<file path="src/rtl/core/sdspi_pkg.sv">
`default_nettype none
// ----------------------------------------------------------------------------
// sdspi_pkg
// Types, codes and command tables for the SD card SPI-mode init/read core.
// ----------------------------------------------------------------------------
package sdspi_pkg;

    localparam int unsigned BLOCK_BYTES = 512;
    localparam int unsigned WAKE_BYTES  = 10;

    localparam logic [1:0] ACT_INIT = 2'd0;
    localparam logic [1:0] ACT_READ = 2'd1;
    localparam logic [1:0] ACT_BYTE = 2'd2;

    localparam logic [1:0] ST_OK        = 2'd0;
    localparam logic [1:0] ST_INIT_FAIL = 2'd1;
    localparam logic [1:0] ST_READ_REJ  = 2'd2;

    localparam logic [1:0] CFG_IDLE_ATTEMPTS = 2'd0;
    localparam logic [1:0] CFG_OP_ATTEMPTS   = 2'd1;
    localparam logic [1:0] CFG_POLL_LIMIT    = 2'd2;

    localparam logic [7:0] FILL_BYTE  = 8'hff;
    localparam logic [7:0] DATA_TOKEN = 8'hfe;
    localparam logic [7:0] R1_IDLE    = 8'h01;
    localparam logic [7:0] R1_READY   = 8'h00;

    localparam logic [31:0] ARG_IF_COND = 32'h0000_01aa;
    localparam logic [31:0] ARG_HCS     = 32'h4000_0000;

    typedef enum logic [2:0] {
        MODE_IDLE,
        MODE_WAKE,
        MODE_CMD,
        MODE_TOKEN,
        MODE_DATA,
        MODE_CRC
    } mode_t;

    typedef enum logic [2:0] {
        OP_CMD0,
        OP_CMD8,
        OP_CMD55,
        OP_ACMD41,
        OP_CMD58,
        OP_CMD1,
        OP_CMD16,
        OP_CMD17
    } op_t;

    typedef enum logic [1:0] {
        SUB_SEND,
        SUB_POLL,
        SUB_READ4,
        SUB_DESEL
    } sub_t;

    typedef struct packed {
        logic       tx_valid;
        logic [7:0] tx_byte;
        logic       card_selected;
        logic       fast_clock;
        logic       data_valid;
        logic [7:0] data_byte;
        logic       data_last;
        logic       done_res;
        logic [1:0] status;
        logic       high_capacity;
    } result_t;

    function automatic logic [7:0] cmd_code(input op_t op);
        logic [7:0] code;
        case (op)
            OP_CMD0:   code = 8'h40;
            OP_CMD8:   code = 8'h48;
            OP_CMD55:  code = 8'h77;
            OP_ACMD41: code = 8'h69;
            OP_CMD58:  code = 8'h7a;
            OP_CMD1:   code = 8'h41;
            OP_CMD16:  code = 8'h50;
            OP_CMD17:  code = 8'h51;
            default:   code = 8'h40;
        endcase
        return code;
    endfunction

    function automatic logic [7:0] cmd_crc(input op_t op);
        logic [7:0] crc;
        case (op)
            OP_CMD0: crc = 8'h95;
            OP_CMD8: crc = 8'h87;
            default: crc = FILL_BYTE;
        endcase
        return crc;
    endfunction

    function automatic logic [31:0] cmd_arg(input op_t op);
        logic [31:0] arg;
        case (op)
            OP_CMD8:   arg = ARG_IF_COND;
            OP_ACMD41: arg = ARG_HCS;
            OP_CMD1:   arg = ARG_HCS;
            OP_CMD16:  arg = 32'(BLOCK_BYTES);
            default:   arg = 32'h0;
        endcase
        return arg;
    endfunction

endpackage
`default_nettype wire

</file>
<file path="src/rtl/core/sd_spi_init_and_block_read_core.sv">
`default_nettype none
// ----------------------------------------------------------------------------
// sd_spi_init_and_block_read_core
// Host-side SD/MMC SPI-mode sequencer: card init and single block read,
// at most one SPI byte exchange per input transaction.
// ----------------------------------------------------------------------------
//  channel | signals                              | direction
//  --------+--------------------------------------+----------
//  in      | in_valid/in_ready, action/sector/rx  | sink
//  out     | out_valid/out_ready, tx_*/data_*/... | source
//  cfg     | cfg_we, cfg_index, cfg_data          | sink
//
//  One input transaction per clock while the output is not stalled; each result
//  is registered and ready in the cycle after acceptance.
//  Input is taken while the result register is empty or being drained.
//  rst_n resets the sequencer to idle and all registers but res_reg to defaults.
//  A stalled output holds the result and stalls the input side.
// ----------------------------------------------------------------------------
module sd_spi_init_and_block_read_core (
    input  wire logic        clk,
    input  wire logic        rst_n,
    input  wire logic        cfg_we,
    input  wire logic [1:0]  cfg_index,
    input  wire logic [15:0] cfg_data,
    input  wire logic        in_valid,
    output logic             in_ready,
    input  wire logic [1:0]  action,
    input  wire logic [31:0] sector,
    input  wire logic [7:0]  rx_byte,
    output logic             out_valid,
    input  wire logic        out_ready,
    output logic             tx_valid,
    output logic [7:0]       tx_byte,
    output logic             card_selected,
    output logic             fast_clock,
    output logic             data_valid,
    output logic [7:0]       data_byte,
    output logic             data_last,
    output logic             done_res,
    output logic [1:0]       status,
    output logic             high_capacity
);

    logic [7:0]  idle_attempts_reg;
    logic [15:0] op_attempts_reg;
    logic [15:0] poll_limit_reg;

    sdspi_pkg::mode_t mode_reg, mode_next;
    sdspi_pkg::op_t   op_reg, op_next;
    sdspi_pkg::sub_t  sub_reg, sub_next;
    logic [9:0]  byte_cnt_reg, byte_cnt_next;
    logic [15:0] attempt_reg, attempt_next;
    logic [15:0] poll_cnt_reg, poll_cnt_next;
    logic [31:0] word_reg, word_next;
    logic [7:0]  last_resp_reg, last_resp_next;
    logic        sdhc_reg, sdhc_next;
    logic        fast_reg, fast_next;

    sdspi_pkg::result_t res_reg, res_next;
    logic               out_valid_reg;

    logic [9:0]  byte_inc;
    logic [15:0] poll_inc;
    logic [31:0] word_shifted;
    logic        go_cmd;
    sdspi_pkg::op_t go_op;
    logic        go_desel;
    logic        go_fin;
    logic [1:0]  go_status;
    logic        accept;

    assign in_ready = !out_valid_reg || out_ready;
    assign accept   = in_valid && in_ready;

    assign byte_inc     = byte_cnt_reg + 10'd1;
    assign poll_inc     = poll_cnt_reg + 16'd1;
    assign word_shifted = {word_reg[23:0], rx_byte};

    always_comb
    begin
        mode_next      = mode_reg;
        op_next        = op_reg;
        sub_next       = sub_reg;
        byte_cnt_next  = byte_cnt_reg;
        attempt_next   = attempt_reg;
        poll_cnt_next  = poll_cnt_reg;
        word_next      = word_reg;
        last_resp_next = last_resp_reg;
        sdhc_next      = sdhc_reg;
        fast_next      = fast_reg;
        res_next       = '0;
        go_cmd         = 1'b0;
        go_op          = sdspi_pkg::OP_CMD0;
        go_desel       = 1'b0;
        go_fin         = 1'b0;
        go_status      = sdspi_pkg::ST_OK;

        case (action)
            sdspi_pkg::ACT_INIT:
            begin
                fast_next              = 1'b0;
                attempt_next           = {8'h00, idle_attempts_reg};
                sdhc_next              = 1'b0;
                mode_next              = sdspi_pkg::MODE_WAKE;
                byte_cnt_next          = '0;
                res_next.tx_valid      = 1'b1;
                res_next.tx_byte       = sdspi_pkg::FILL_BYTE;
                res_next.card_selected = 1'b0;
            end
            sdspi_pkg::ACT_READ:
            begin
                mode_next              = sdspi_pkg::MODE_CMD;
                op_next                = sdspi_pkg::OP_CMD17;
                sub_next               = sdspi_pkg::SUB_SEND;
                byte_cnt_next          = '0;
                poll_cnt_next          = '0;
                word_next              = sdhc_reg ? sector : {sector[22:0], 9'h000};
                res_next.tx_valid      = 1'b1;
                res_next.tx_byte       = sdspi_pkg::cmd_code(sdspi_pkg::OP_CMD17);
                res_next.card_selected = 1'b1;
            end
            sdspi_pkg::ACT_BYTE:
            begin
                case (mode_reg)
                    sdspi_pkg::MODE_IDLE:
                    begin
                        mode_next = sdspi_pkg::MODE_IDLE;
                    end
                    sdspi_pkg::MODE_WAKE:
                    begin
                        byte_cnt_next = byte_inc;
                        if (byte_inc < 10'(sdspi_pkg::WAKE_BYTES))
                        begin
                            res_next.tx_valid = 1'b1;
                            res_next.tx_byte  = sdspi_pkg::FILL_BYTE;
                        end
                        else
                        begin
                            go_cmd = 1'b1;
                            go_op  = sdspi_pkg::OP_CMD0;
                        end
                    end
                    sdspi_pkg::MODE_TOKEN:
                    begin
                        if (rx_byte == sdspi_pkg::DATA_TOKEN)
                        begin
                            mode_next     = sdspi_pkg::MODE_DATA;
                            byte_cnt_next = '0;
                        end
                        res_next.tx_valid      = 1'b1;
                        res_next.tx_byte       = sdspi_pkg::FILL_BYTE;
                        res_next.card_selected = 1'b1;
                    end
                    sdspi_pkg::MODE_DATA:
                    begin
                        res_next.data_valid    = 1'b1;
                        res_next.data_byte     = rx_byte;
                        byte_cnt_next          = byte_inc;
                        if (byte_inc >= 10'(sdspi_pkg::BLOCK_BYTES))
                        begin
                            res_next.data_last = 1'b1;
                            mode_next          = sdspi_pkg::MODE_CRC;
                            byte_cnt_next      = '0;
                        end
                        res_next.tx_valid      = 1'b1;
                        res_next.tx_byte       = sdspi_pkg::FILL_BYTE;
                        res_next.card_selected = 1'b1;
                    end
                    sdspi_pkg::MODE_CRC:
                    begin
                        byte_cnt_next = byte_inc;
                        if (byte_inc < 10'd2)
                        begin
                            res_next.tx_valid      = 1'b1;
                            res_next.tx_byte       = sdspi_pkg::FILL_BYTE;
                            res_next.card_selected = 1'b1;
                        end
                        else
                        begin
                            mode_next = sdspi_pkg::MODE_CMD;
                            op_next   = sdspi_pkg::OP_CMD17;
                            go_desel  = 1'b1;
                        end
                    end
                    sdspi_pkg::MODE_CMD:
                    begin
                        case (sub_reg)
                            sdspi_pkg::SUB_SEND:
                            begin
                                byte_cnt_next          = byte_inc;
                                res_next.tx_valid      = 1'b1;
                                res_next.card_selected = 1'b1;
                                case (byte_inc)
                                    10'd1:   res_next.tx_byte = word_reg[31:24];
                                    10'd2:   res_next.tx_byte = word_reg[23:16];
                                    10'd3:   res_next.tx_byte = word_reg[15:8];
                                    10'd4:   res_next.tx_byte = word_reg[7:0];
                                    10'd5:   res_next.tx_byte = sdspi_pkg::cmd_crc(op_reg);
                                    default:
                                    begin
                                        sub_next         = sdspi_pkg::SUB_POLL;
                                        res_next.tx_byte = sdspi_pkg::FILL_BYTE;
                                    end
                                endcase
                            end
                            sdspi_pkg::SUB_POLL:
                            begin
                                poll_cnt_next = poll_inc;
                                if (!rx_byte[7] || (poll_inc >= poll_limit_reg))
                                begin
                                    last_resp_next = rx_byte;
                                    if (((op_reg == sdspi_pkg::OP_CMD8) &&
                                         (rx_byte == sdspi_pkg::R1_IDLE)) ||
                                        ((op_reg == sdspi_pkg::OP_CMD58) &&
                                         (rx_byte <= sdspi_pkg::R1_IDLE)))
                                    begin
                                        sub_next               = sdspi_pkg::SUB_READ4;
                                        byte_cnt_next          = '0;
                                        word_next              = '0;
                                        res_next.tx_valid      = 1'b1;
                                        res_next.tx_byte       = sdspi_pkg::FILL_BYTE;
                                        res_next.card_selected = 1'b1;
                                    end
                                    else if ((op_reg == sdspi_pkg::OP_CMD17) &&
                                             (rx_byte == sdspi_pkg::R1_READY))
                                    begin
                                        mode_next              = sdspi_pkg::MODE_TOKEN;
                                        res_next.tx_valid      = 1'b1;
                                        res_next.tx_byte       = sdspi_pkg::FILL_BYTE;
                                        res_next.card_selected = 1'b1;
                                    end
                                    else
                                    begin
                                        go_desel = 1'b1;
                                    end
                                end
                                else
                                begin
                                    res_next.tx_valid      = 1'b1;
                                    res_next.tx_byte       = sdspi_pkg::FILL_BYTE;
                                    res_next.card_selected = 1'b1;
                                end
                            end
                            sdspi_pkg::SUB_READ4:
                            begin
                                word_next     = word_shifted;
                                byte_cnt_next = byte_inc;
                                if (byte_inc < 10'd4)
                                begin
                                    res_next.tx_valid      = 1'b1;
                                    res_next.tx_byte       = sdspi_pkg::FILL_BYTE;
                                    res_next.card_selected = 1'b1;
                                end
                                else
                                begin
                                    if ((op_reg == sdspi_pkg::OP_CMD58) && word_shifted[30])
                                    begin
                                        sdhc_next = 1'b1;
                                    end
                                    go_desel = 1'b1;
                                end
                            end
                            sdspi_pkg::SUB_DESEL:
                            begin
                                byte_cnt_next = byte_inc;
                                if (byte_inc < 10'd3)
                                begin
                                    res_next.tx_valid = 1'b1;
                                    res_next.tx_byte  = sdspi_pkg::FILL_BYTE;
                                end
                                else
                                begin
                                    case (op_reg)
                                        sdspi_pkg::OP_CMD0:
                                        begin
                                            if (last_resp_reg[7])
                                            begin
                                                go_fin    = 1'b1;
                                                go_status = sdspi_pkg::ST_INIT_FAIL;
                                            end
                                            else if (last_resp_reg != sdspi_pkg::R1_IDLE)
                                            begin
                                                if (attempt_reg <= 16'd1)
                                                begin
                                                    go_fin    = 1'b1;
                                                    go_status = sdspi_pkg::ST_INIT_FAIL;
                                                end
                                                else
                                                begin
                                                    attempt_next      = attempt_reg - 16'd1;
                                                    sdhc_next         = 1'b0;
                                                    mode_next         = sdspi_pkg::MODE_WAKE;
                                                    byte_cnt_next     = '0;
                                                    res_next.tx_valid = 1'b1;
                                                    res_next.tx_byte  = sdspi_pkg::FILL_BYTE;
                                                end
                                            end
                                            else
                                            begin
                                                go_cmd = 1'b1;
                                                go_op  = sdspi_pkg::OP_CMD8;
                                            end
                                        end
                                        sdspi_pkg::OP_CMD8:
                                        begin
                                            attempt_next = op_attempts_reg;
                                            go_cmd       = 1'b1;
                                            go_op        = sdspi_pkg::OP_CMD55;
                                        end
                                        sdspi_pkg::OP_CMD55:
                                        begin
                                            go_cmd = 1'b1;
                                            if (last_resp_reg != sdspi_pkg::R1_IDLE)
                                            begin
                                                attempt_next = op_attempts_reg;
                                                go_op        = sdspi_pkg::OP_CMD1;
                                            end
                                            else
                                            begin
                                                go_op = sdspi_pkg::OP_ACMD41;
                                            end
                                        end
                                        sdspi_pkg::OP_ACMD41:
                                        begin
                                            go_cmd = 1'b1;
                                            if ((last_resp_reg == sdspi_pkg::R1_IDLE) &&
                                                (attempt_reg > 16'd1))
                                            begin
                                                attempt_next = attempt_reg - 16'd1;
                                                go_op        = sdspi_pkg::OP_CMD55;
                                            end
                                            else if (last_resp_reg != sdspi_pkg::R1_READY)
                                            begin
                                                attempt_next = op_attempts_reg;
                                                go_op        = sdspi_pkg::OP_CMD1;
                                            end
                                            else
                                            begin
                                                go_op = sdspi_pkg::OP_CMD58;
                                            end
                                        end
                                        sdspi_pkg::OP_CMD58:
                                        begin
                                            attempt_next = op_attempts_reg;
                                            go_cmd       = 1'b1;
                                            go_op        = sdspi_pkg::OP_CMD1;
                                        end
                                        sdspi_pkg::OP_CMD1:
                                        begin
                                            if ((last_resp_reg != sdspi_pkg::R1_READY) &&
                                                (attempt_reg > 16'd1))
                                            begin
                                                attempt_next = attempt_reg - 16'd1;
                                                go_cmd       = 1'b1;
                                                go_op        = sdspi_pkg::OP_CMD1;
                                            end
                                            else if (last_resp_reg != sdspi_pkg::R1_READY)
                                            begin
                                                go_fin    = 1'b1;
                                                go_status = sdspi_pkg::ST_INIT_FAIL;
                                            end
                                            else
                                            begin
                                                go_cmd = 1'b1;
                                                go_op  = sdspi_pkg::OP_CMD16;
                                            end
                                        end
                                        sdspi_pkg::OP_CMD16:
                                        begin
                                            go_fin = 1'b1;
                                            if (last_resp_reg != sdspi_pkg::R1_READY)
                                            begin
                                                go_status = sdspi_pkg::ST_INIT_FAIL;
                                            end
                                            else
                                            begin
                                                fast_next = 1'b1;
                                                go_status = sdspi_pkg::ST_OK;
                                            end
                                        end
                                        default:
                                        begin
                                            go_fin    = 1'b1;
                                            go_status = (last_resp_reg != sdspi_pkg::R1_READY) ?
                                                        sdspi_pkg::ST_READ_REJ : sdspi_pkg::ST_OK;
                                        end
                                    endcase
                                end
                            end
                            default:
                            begin
                                mode_next = sdspi_pkg::MODE_IDLE;
                            end
                        endcase
                    end
                    default:
                    begin
                        mode_next = sdspi_pkg::MODE_IDLE;
                    end
                endcase
            end
            default:
            begin
                mode_next = mode_reg;
            end
        endcase

        if (go_desel)
        begin
            sub_next               = sdspi_pkg::SUB_DESEL;
            byte_cnt_next          = '0;
            res_next.tx_valid      = 1'b1;
            res_next.tx_byte       = sdspi_pkg::FILL_BYTE;
            res_next.card_selected = 1'b0;
        end
        if (go_cmd)
        begin
            mode_next              = sdspi_pkg::MODE_CMD;
            op_next                = go_op;
            sub_next               = sdspi_pkg::SUB_SEND;
            byte_cnt_next          = '0;
            poll_cnt_next          = '0;
            word_next              = sdspi_pkg::cmd_arg(go_op);
            res_next.tx_valid      = 1'b1;
            res_next.tx_byte       = sdspi_pkg::cmd_code(go_op);
            res_next.card_selected = 1'b1;
        end
        if (go_fin)
        begin
            mode_next         = sdspi_pkg::MODE_IDLE;
            res_next.done_res = 1'b1;
            res_next.status   = go_status;
        end

        res_next.fast_clock    = fast_next;
        res_next.high_capacity = sdhc_next;
    end

    always_ff @(posedge clk or negedge rst_n)
    begin
        if (!rst_n)
        begin
            idle_attempts_reg <= 8'd3;
            op_attempts_reg   <= 16'hffff;
            poll_limit_reg    <= 16'hffff;
        end
        else if (cfg_we)
        begin
            case (cfg_index)
                sdspi_pkg::CFG_IDLE_ATTEMPTS: idle_attempts_reg <= cfg_data[7:0];
                sdspi_pkg::CFG_OP_ATTEMPTS:   op_attempts_reg   <= cfg_data;
                sdspi_pkg::CFG_POLL_LIMIT:    poll_limit_reg    <= cfg_data;
                default:                      idle_attempts_reg <= idle_attempts_reg;
            endcase
        end
    end

    always_ff @(posedge clk or negedge rst_n)
    begin
        if (!rst_n)
        begin
            mode_reg      <= sdspi_pkg::MODE_IDLE;
            op_reg        <= sdspi_pkg::OP_CMD0;
            sub_reg       <= sdspi_pkg::SUB_SEND;
            byte_cnt_reg  <= '0;
            attempt_reg   <= '0;
            poll_cnt_reg  <= '0;
            word_reg      <= '0;
            last_resp_reg <= '0;
            sdhc_reg      <= 1'b0;
            fast_reg      <= 1'b0;
        end
        else if (accept)
        begin
            mode_reg      <= mode_next;
            op_reg        <= op_next;
            sub_reg       <= sub_next;
            byte_cnt_reg  <= byte_cnt_next;
            attempt_reg   <= attempt_next;
            poll_cnt_reg  <= poll_cnt_next;
            word_reg      <= word_next;
            last_resp_reg <= last_resp_next;
            sdhc_reg      <= sdhc_next;
            fast_reg      <= fast_next;
        end
    end

    always_ff @(posedge clk or negedge rst_n)
    begin
        if (!rst_n)
        begin
            out_valid_reg <= 1'b0;
        end
        else if (in_ready)
        begin
            out_valid_reg <= in_valid;
        end
    end

    always_ff @(posedge clk)
    begin
        if (accept)
        begin
            res_reg <= res_next;
        end
    end

    assign out_valid     = out_valid_reg;
    assign tx_valid      = res_reg.tx_valid;
    assign tx_byte       = res_reg.tx_byte;
    assign card_selected = res_reg.card_selected;
    assign fast_clock    = res_reg.fast_clock;
    assign data_valid    = res_reg.data_valid;
    assign data_byte     = res_reg.data_byte;
    assign data_last     = res_reg.data_last;
    assign done_res      = res_reg.done_res;
    assign status        = res_reg.status;
    assign high_capacity = res_reg.high_capacity;

`ifndef SYNTHESIS
    a_data_selected: assert property (@(posedge clk) disable iff (!rst_n)
        (out_valid_reg && res_reg.data_valid) |-> (res_reg.tx_valid && res_reg.card_selected))
        else $error("data byte without a selected exchange");

    a_done_no_tx: assert property (@(posedge clk) disable iff (!rst_n)
        (out_valid_reg && res_reg.done_res) |-> (!res_reg.tx_valid && (mode_reg ==
        sdspi_pkg::MODE_IDLE)))
        else $error("completion while an exchange is still requested");

    a_status_done: assert property (@(posedge clk) disable iff (!rst_n)
        (out_valid_reg && (res_reg.status != sdspi_pkg::ST_OK)) |-> res_reg.done_res)
        else $error("status set without completion");

    a_data_count: assert property (@(posedge clk) disable iff (!rst_n)
        (mode_reg == sdspi_pkg::MODE_DATA) |->
        (byte_cnt_reg < 10'(sdspi_pkg::BLOCK_BYTES)))
        else $error("block byte count overrun");

    a_init_start: assert property (@(posedge clk) disable iff (!rst_n)
        (accept && (action == sdspi_pkg::ACT_INIT)) |=>
        (out_valid_reg && res_reg.tx_valid && !res_reg.card_selected &&
         !res_reg.fast_clock && (mode_reg == sdspi_pkg::MODE_WAKE)))
        else $error("init start did not enter wake sequence");
`endif

endmodule
`default_nettype wire
</file>
<file path="config.mk">
export PLATFORM = sky130hd
export DESIGN_NAME = sd_spi_init_and_block_read_core
export DESIGN_NICKNAME = d
export VERILOG_FILES = /design/src/rtl/core/sdspi_pkg.sv /design/src/rtl/core/sd_spi_init_and_block_read_core.sv
export SDC_FILE = /design/constraint.sdc
export NUM_CORES = 1
export LEC_CHECK = 0
export BUFFER_PORTS_ARGS = -buffer_cell sky130_fd_sc_hd__buf_2
export CORE_MARGIN = 3
export CORE_UTILIZATION = 55
export DETAILED_ROUTE_END_ITERATION = 10
export PLACE_DENSITY = 0.75
export SLEW_MARGIN = 20
export SYNTH_ARGS = -nofsm -noshare
export SYNTH_HDL_FRONTEND = slang
export SYNTH_SLANG_ARGS = --single-unit
</file>
<file path="constraint.sdc">
create_clock -name clk -period 4.2 [get_ports clk]
set_input_delay 0.84 -clock clk [delete_from_list [all_inputs] [get_ports clk]]
set_output_delay 0.84 -clock clk [all_outputs]
set_load 0.02 [all_outputs]
</file>
Word level (Yosys, flattened, before mapping). Memory sizes are Yosys's and may differ from the RTL's. Index checks and enable logic that the tools add are counted. W data, S select, Z words.

Logic and storage cells: 313. Bits in latches: 0. Memories kept: 1. Input port bits: 65. Memory bits (writable): 0. Output and inout port bits: 27. Register bits after elaboration: 158. ROM bits: 48.

Memory list: (name not given) (depth 8, width 6, read ports 1, clocked after Yosys merged registers in 0, write ports 0, RTL line sdspi_pkg.sv:73) `case (op)`.

Shift-type cells: 0. Muxes and demuxes: 156. Div/mod/pow operators: 0. $add $sub $neg: 3. Equality and inequality tests: 71. $mul: 0. Magnitude comparators: 9. Reduce and logical (&&, ||, !) cells: 45. Bitwise operators: 4.

Operators by type and width (number): $mux W16 (13); $mux W10 (17); $mux W32 (5); $pmux W32 S2 (2); $pmux W31 S3 (1); $pmux W16 S5 (1); $mux W3 (25); $mux W9 (8); $pmux W9 S4 (2); $pmux W16 S2 (2); $pmux W10 S3 (2); $ne A6 B6 Y1 const B (9); $mux W1 (44); $pmux W10 S4 (1); $pmux W8 S5 (1); $ne A5 B5 Y1 const B (7); $eq A3 B3 Y1 const B (8); $mux W2 (12); $ne A3 B3 Y1 const B (8); $eq A10 B2 Y1 const B (2); $eq A10 B3 Y1 const B (2); $lt A10 B2 Y1 const B (2); $ne A4 B4 Y1 const B (5); $pmux W10 S2 (1); 58 further kinds (108).

Depth between registers and ports, before layout. Gate-level depths: netlist (run 1).

Depth after elaboration: 12. Depth in mapped cells: 15. Depth with buffers taken out: 14.

Worst setup path after synthesis (run 1). No wires, ideal clock.

Kind: register -> register. Start: register poll_cnt_reg[0]. End: register sub_reg[0]. Stages on the path, launching flop included: 15. Arrival time: 3471 ps. Required time: 4075 ps. Setup slack: 605 ps. Setup time: 125 ps. Period minus slack after synthesis: 3595 ps. Buffers on the path: 0. Cell sequence: dfrtp_1 -> ha_1 -> nand3_1 -> nor2_1 -> and3_1 -> xor2_1 -> ha_1 -> o21ai_0 -> o21ai_0 -> a2111oi_0 -> o21a_1 -> o31a_1 -> a21oi_1 -> o221ai_2 -> mux2_2.

Cells in the longest elaborated chain, start to end: 9. Elaborated cells between the ends (all ways): 16. Classes of those cells: add/sub (1); order compare (1); eq/ne (5); mux (6); reduce/logical (3).

Ends and longest elaborated chain: start: declaration (RTL line sd_spi_init_and_block_read_core.sv:53) `logic [15:0] poll_cnt_reg, poll_cnt_next;`; start signal: assignment (RTL line sd_spi_init_and_block_read_core.sv:480) `poll_cnt_reg <= poll_cnt_next;`; $add A16 B1 Y16 * (RTL line sd_spi_init_and_block_read_core.sv:76) `assign poll_inc = poll_cnt_reg + 16'd1;`; $ge A16 B16 Y1 * (RTL line sd_spi_init_and_block_read_core.sv:209) `if (!rx_byte[7] || (poll_inc >= poll_limit_reg))`; $logic_or A1 B1 Y1 * (RTL line sd_spi_init_and_block_read_core.sv:209); $mux W1 (RTL line sd_spi_init_and_block_read_core.sv:209); $pmux W1 S2 (RTL line sd_spi_init_and_block_read_core.sv:187) `case (sub_reg)`; $pmux W1 S2 (RTL line sd_spi_init_and_block_read_core.sv:124) `case (mode_reg)`; $mux W1 (RTL line sd_spi_init_and_block_read_core.sv:98) `case (action)`; $ne A5 B3 Y1 (no line) (tied with other cells); $reduce_and A7 Y1 (no line) or $mux W2 (tied branches); end signal: assignment (RTL line sd_spi_init_and_block_read_core.sv:464) `sub_reg <= sdspi_pkg::SUB_SEND;`; end signal: assignment (RTL line sd_spi_init_and_block_read_core.sv:477) `sub_reg <= sub_next;`; end: declaration (RTL line sd_spi_init_and_block_read_core.sv:50) `sdspi_pkg::sub_t sub_reg, sub_next;`.

Every way passes the cells marked *; elsewhere a longest branch is shown, timed or not. A chain may end at the register's enable or synchronous reset.

Worst setup path in the final report (run 1). Same ends and word-level chain as after synthesis.

==> results_dict.tcl, run 1 <==
set metrics [dict create \
    outcome "complete, no violations" \
    grt_overflow 0 \
    core_um2 17400 \
    remaining_drc_errors 0 \
    vias_per_cell 6.27 \
    p_int_uw 3130 \
    track_usage_pct 27.2 \
    p_sw_share_pct 31.8 \
    grt_start_max_net_pins 96 \
    largest_reg_flops 32 \
    hp-class "in -> async" \
    maxSlewViolCount 0 \
    tightest_slew_ns 1.07 \
    tns_ns 0 \
    syn-num-nets 1159 \
    cts_made_buffers 17 \
    die_area_um2 19600 \
    slowest_delay_ns 0.46 \
    syn_area_um2 9850 \
    fmax_mhz 257 \
    grt_pass1_vias 8271 \
    finalNetCount 1233 \
    num_vias 8609 \
    areaGrowthSynthToFinish_pct 13.3 \
    min_period_ns 3.89 \
    synth.area.top_cells "dfrtp_1 (25%), dfstp_2 (9.1%), edfxtp_1 (7.6%)" \
    layout_commonest_cell "nand2_1" \
    cts_buffer_depth 2 \
    synth_edf_count 25 \
    wl_per_cell_um 19.2 \
    cts_tree "done" \
    power.leakage_uw 0.00471 \
    synth-seq-cells 158 \
    grt_pass1_wl_um 42600 \
    power_frac_comb_pct 21.7 \
    crit_path_top_delay_cell "a2111oi_2" \
    async_reset_ff_share_pct 84.2 \
    layout_common_cells "nand2_1 (124), dfrtp_1 (99), buf_2 (90)" \
    avgSynthCellArea_um2 9.29 \
    ys.flop_type "dfrtp_1" \
    synth_top_area_share_pct 25.1 \
    ir_drop_uv 396 \
    power.share.sequential_pct 43.8 \
    port_buffers 91 \
    slew_headroom_pct 27.9 \
    clkSinkCount 158 \
    crit_type "reg -> reg" \
    place_congestion 0.958 \
    rows 48 \
    setup_viol 0 \
    wl_um 26400 \
    end_kind "flop" \
    cts_htree_levels 4 \
    cp_max_fo 6 \
    power_density_nw_per_um2 411 \
    ys_seq_area_share_pct 41.8 \
    cap_violations 0 \
    insertion_delay_ns 0.44 \
    antenna_found_initial 0 \
    p_total_uw 4590 \
    synth_cell_type_count 86 \
    die_w_um 140 \
    p_sw_uw 1460 \
    crit_arrival_ns 4.21 \
    clock_skew_ns 0.0111 \
    critPathLaunchType "flop" \
    io_pins 92 \
    cp_cell_sequence "nand3_1 -> nor2_1 -> nand3_1 -> nor2_1 -> xor2_1 -> ha_1 -> a211oi_1 -> o21ai_0 -> a2111oi_2 -> o21a_1 -> o31a_1 -> buf_4 -> nand4_1 -> o221ai_2 -> mux2_2" \
    path_clk_slew_ns 0.07 \
    drive_gt1_share_pct 22.7 \
    post_synth_inst_count 1061 \
    diodes 0 \
    drt-initial-drc-count 723 \
    yosys.area.top_type "dfrtp_1" \
    fp.dieH_um 140 \
    r2r_start "poll_cnt_reg[0]" \
    root_buffer "clkbuf_16" \
    start_util_pct 56.6 \
    cp_data_required_time_ns 4.53 \
    synth_warnings 0 \
    hpwlAfterDp_um 19000 \
    p_clk_share_pct 34.5 \
    hold_viol 0 \
    dr.pass1.iters 6 \
    timing.final.crit_share_pct 92.6 \
    grt_setup_unrepaired "false" \
    cts_setup_buffers 0 \
    startpoint "poll_cnt_reg[0]" \
    ant_nets 0 \
]
[worst max-delay path: cells and delay by family (launching register included)]
family	cells	cell delay, ns
compound gates	6	1.54
simple gates	5	0.79
flops	1	0.44
mux	1	0.36
fa+ha+maj	1	0.28
xor+xnor	1	0.20
buf+inv	1	0.16
[cell families after synthesis]
group	count (synthesis)	share of synthesized area (%)
simple gates	374	18.5
compound gates	293	20.4
flops	158	41.8
buf+inv	97	3.95
mux	77	8.51
fa+ha+maj	33	4.19
xor+xnor	29	2.58
[area by class of cell]
cell class	count	area, um^2
clock buffer	17	425
tap	225	282
sequential	158	4120
timing repair buffer	114	647
fill	1494	6250
clock inverter	15	178
inverter	38	143
multi-input combinational	806	5370
[cell usage after synthesis (all sizes together) (5+ instances only)]
cell	number
a2111oi	5
a211oi	7
a21boi	6
a21oi	61
a221o	7
a221oi	8
a222oi	6
a22oi	13
a31oi	15
a41oi	6
and2	14
and3	17
buf	18
clkbuf	41
dfrtp	99
dfstp	34
edfxtp	25
ha	33
inv	37
mux2	54
mux2i	23
nand2	124
nand2b	6
nand3	39
nand4	13
nor2	79
nor2b	10
nor3	33
nor4	13
o211ai	8
o21ai	83
o2bb2ai	9
o311ai	6
o31ai	7
or4	5
xnor2	15
xor2	14
[worst paths after layout]
path,slack (ns),cells past startpoint,endpoint
hold / removal,0.48,1,word_reg[29]
setup / recovery,0.31,15,sub_reg[0]
max in group asynchronous,2.90,2,poll_limit_reg[9]
setup reg to reg,0.31,15,sub_reg[0]
hold reg to reg,0.49,2,word_reg[26]
min in group clk,0.49,2,word_reg[26]
[power by group through the flow]
| stage | Sequential [uW] | Clock (uW) | Combinational [uW] |
|---|---|---|---|
| floorplan | 1990 | 0 | 689 |
| global placement | 2020 | 0 | 961 |
| detailed placement | 2030 | 0 | 981 |
| CTS | 2010 | 1610 | 989 |
| global route | 2040 | 1660 | 1110 |
| finish | 2010 | 1580 | 997 |
[layer usage]
layer	part of all wire, %	track usage [%]	vias up
met5	0	0	-
met4	2.2	8.31	0
met3	7.7	6.32	60
met2	48	44.7	367
met1	42	35.9	4104
li1	-	-	4078
[through the flow]
stage               utilization, %  hold slack [ns]  std cells  setup WS (ns)  cell area, um^2
CTS                           64.0            0.493       1373          0.125            11100
global route                  64.1            0.524       1373        0.00268            11200
detailed placement            60.5            0.477       1341          0.171            10500
global placement              60.5            0.468       1341          0.346            10500
floorplan                        -            0.456       1061          0.605             9850
finish                        64.1            0.477       1373          0.312            11200
[what timing repair did]
action                     in CTS  in global routing
gates resized for setup         0                  4
setup endpoints to repair       0                 21
hold buffers                    0                  0
Note: power is estimated with default switching activity, not from simulation.
==> run 2: changes to the inputs <==
- CORE_UTILIZATION: 55 -> 58
- PLACE_DENSITY: 0.75 -> 0.78
- clock period: 4.2 -> 4.8 ns (I/O delays scaled with it)
==> results_dict.tcl, run 2 (synthesis gave the netlist of run 1 again) <==
set metrics [dict create \
    grt_pass1_vias 8142 \
    outcome "complete, no violations" \
    cts_setup_buffers 0 \
    timing.final.crit_share_pct 92.3 \
    remaining_drc_errors 0 \
    critPathLaunchType "flop" \
    cts_hold_buf 0 \
    setup_viol 0 \
    vias_per_cell 6.41 \
    io_pins 92 \
    holdWs_ns 0.496 \
    drive_gt1_share_pct 22.3 \
    die_w_um 136 \
    hold_viol 0 \
    groute.layer.met2.usage_pct 46.1 \
    p_total_uw 3950 \
    ant_nets 0 \
    busiest_layer "met2" \
    ir_drop_uv 321 \
    cp_cell_sequence "ha_1 -> nand3_1 -> nor2_1 -> and3_1 -> xor2_1 -> ha_1 -> o21ai_0 -> o21ai_0 -> a2111oi_0 -> o21a_1 -> o31a_1 -> a21oi_1 -> nor2_1 -> o221ai_1" \
    min_period_ns 4.43 \
    insertion_delay_ns 0.43 \
    grt_start_max_net_pins 108 \
    cts_buffer_depth 2 \
    cts_made_buffers 17 \
    grt_setup_unrepaired "false" \
    dr.pass1.iters 6 \
    port_buffers 91 \
    fmax_mhz 226 \
    crit_arrival_ns 4.59 \
    hpwlAfterDp_um 18900 \
    layout_common_cells "nand2_1 (124), dfrtp_1 (99), buf_2 (90)" \
    core_um2 16600 \
    grt_use_met1_pct 38.8 \
    path_clk_slew_ns 0.07 \
    use_met3_pct 5.03 \
    multiInputGateArea_um2 5360 \
    crit_path_top_delay_cell "a2111oi_0" \
    layout_commonest_cell "nand2_1" \
    end_kind "flop" \
    die_area_um2 18600 \
    cts_tree "done" \
    cp_max_fo 6 \
    diodes 0 \
    hp-class "reg -> reg" \
    grt_overflow 0 \
    fp.dieH_um 136 \
    place_congestion 0.956 \
    grt_pass1_wl_um 41800 \
    cap_violations 0 \
    finalNetCount 1229 \
    cts_htree_levels 4 \
    clock_skew_ns 0.0107 \
    ff2ff_setup_slack_ns 0.37 \
    dp_cells 1332 \
    seq_area_um2 4120 \
    largest_reg_flops 32 \
    fillers 1352 \
    antenna_found_initial 0 \
    num_vias 8743 \
    wl_per_cell_um 19.2 \
    areaGrowthSynthToFinish_pct 12.4 \
    start_util_pct 59.4 \
    power_density_nw_per_um2 357 \
    slowest_delay_ns 0.69 \
    maxSlewViolCount 0 \
    drt-initial-drc-count 876 \
    crit_type "reg -> reg" \
    tns_ns 0 \
    layout.cells.non_filler 1364 \
    clkSinkCount 158 \
    slew_headroom_pct 34.0 \
    tightest_slew_ns 0.990 \
    wl_um 26200 \
    power.leakage_uw 0.00467 \
    root_buffer "clkbuf_16" \
    track_usage_pct 28.7 \
    cp_data_required_time_ns 4.95 \
    rows 47 \
]
==> run 2: layout make-up <==
type                            instances  share of cell area (%)
Multi-Input combinational cell        806                    48.4
Sequential cell                       158                    37.2
Timing Repair Buffer                  110                    5.46
Clock buffer                           17                    3.84
Tap cell                              220                    2.49
Clock inverter                         15                    1.33
Inverter                               38                    1.29
==> run 2: power by group <==
| part | leakage (uW) | internal (uW) | switching, uW |
|---|---|---|---|
| clock | 0.000277 | 730 | 596 |
| combinational | 0.00250 | 355 | 509 |
| sequential | 0.00189 | 1590 | 171 |
==> run 2: worst paths after layout <==
| check | start | to | cells past startpoint |
|---|---|---|---|
| setup / recovery | poll_cnt_reg[0] | tx_byte[1] | 14 |
| hold / removal | word_reg[30] | word_reg[30] | 2 |
| setup reg to reg | poll_cnt_reg[0] | tx_byte[1] | 14 |
| hold reg to reg | word_reg[30] | word_reg[30] | 2 |
| max in group asynchronous | rst_n | poll_cnt_reg[13] | 2 |
| min in group asynchronous | rst_n | word_reg[19] | 1 |
==> run 2: what timing repair did <==
item | CTS | global route
endpoints found under the setup margin | 0 | 1
hold endpoints to repair | 0 | 0
resized for setup | 0 | 1
==> run 2: worst max-delay path, delay by kind of cell, from the launching register on <==
kind                       cells  cell delay (ns)
AOI/OAI and AO/OA              7             2.01
xor gates and xnor gates       1             0.21
adders and majority gates      2             0.49
DFF                            1             0.43
and+or+nand+nor                4             0.99
==> run 2: routing by layer <==
metal	wire, um	share of wire (%)
met3	1980	7.6
met1	10900	42
met4	888	3.4
met5	0	0
met2	12400	47
==> run 2: stage by stage <==
step / util (%) / worst slack (ns) / area [um^2]
2_1_floorplan: - / 1.20 / 9850
3_3_place_gp: 63.3 / 0.766 / 10500
6_report: 66.8 / 0.369 / 11100
5_1_grt: 66.8 / 0.0769 / 11100
4_1_cts: 66.7 / 0.521 / 11100
3_5_place_dp: 63.3 / 0.611 / 10500
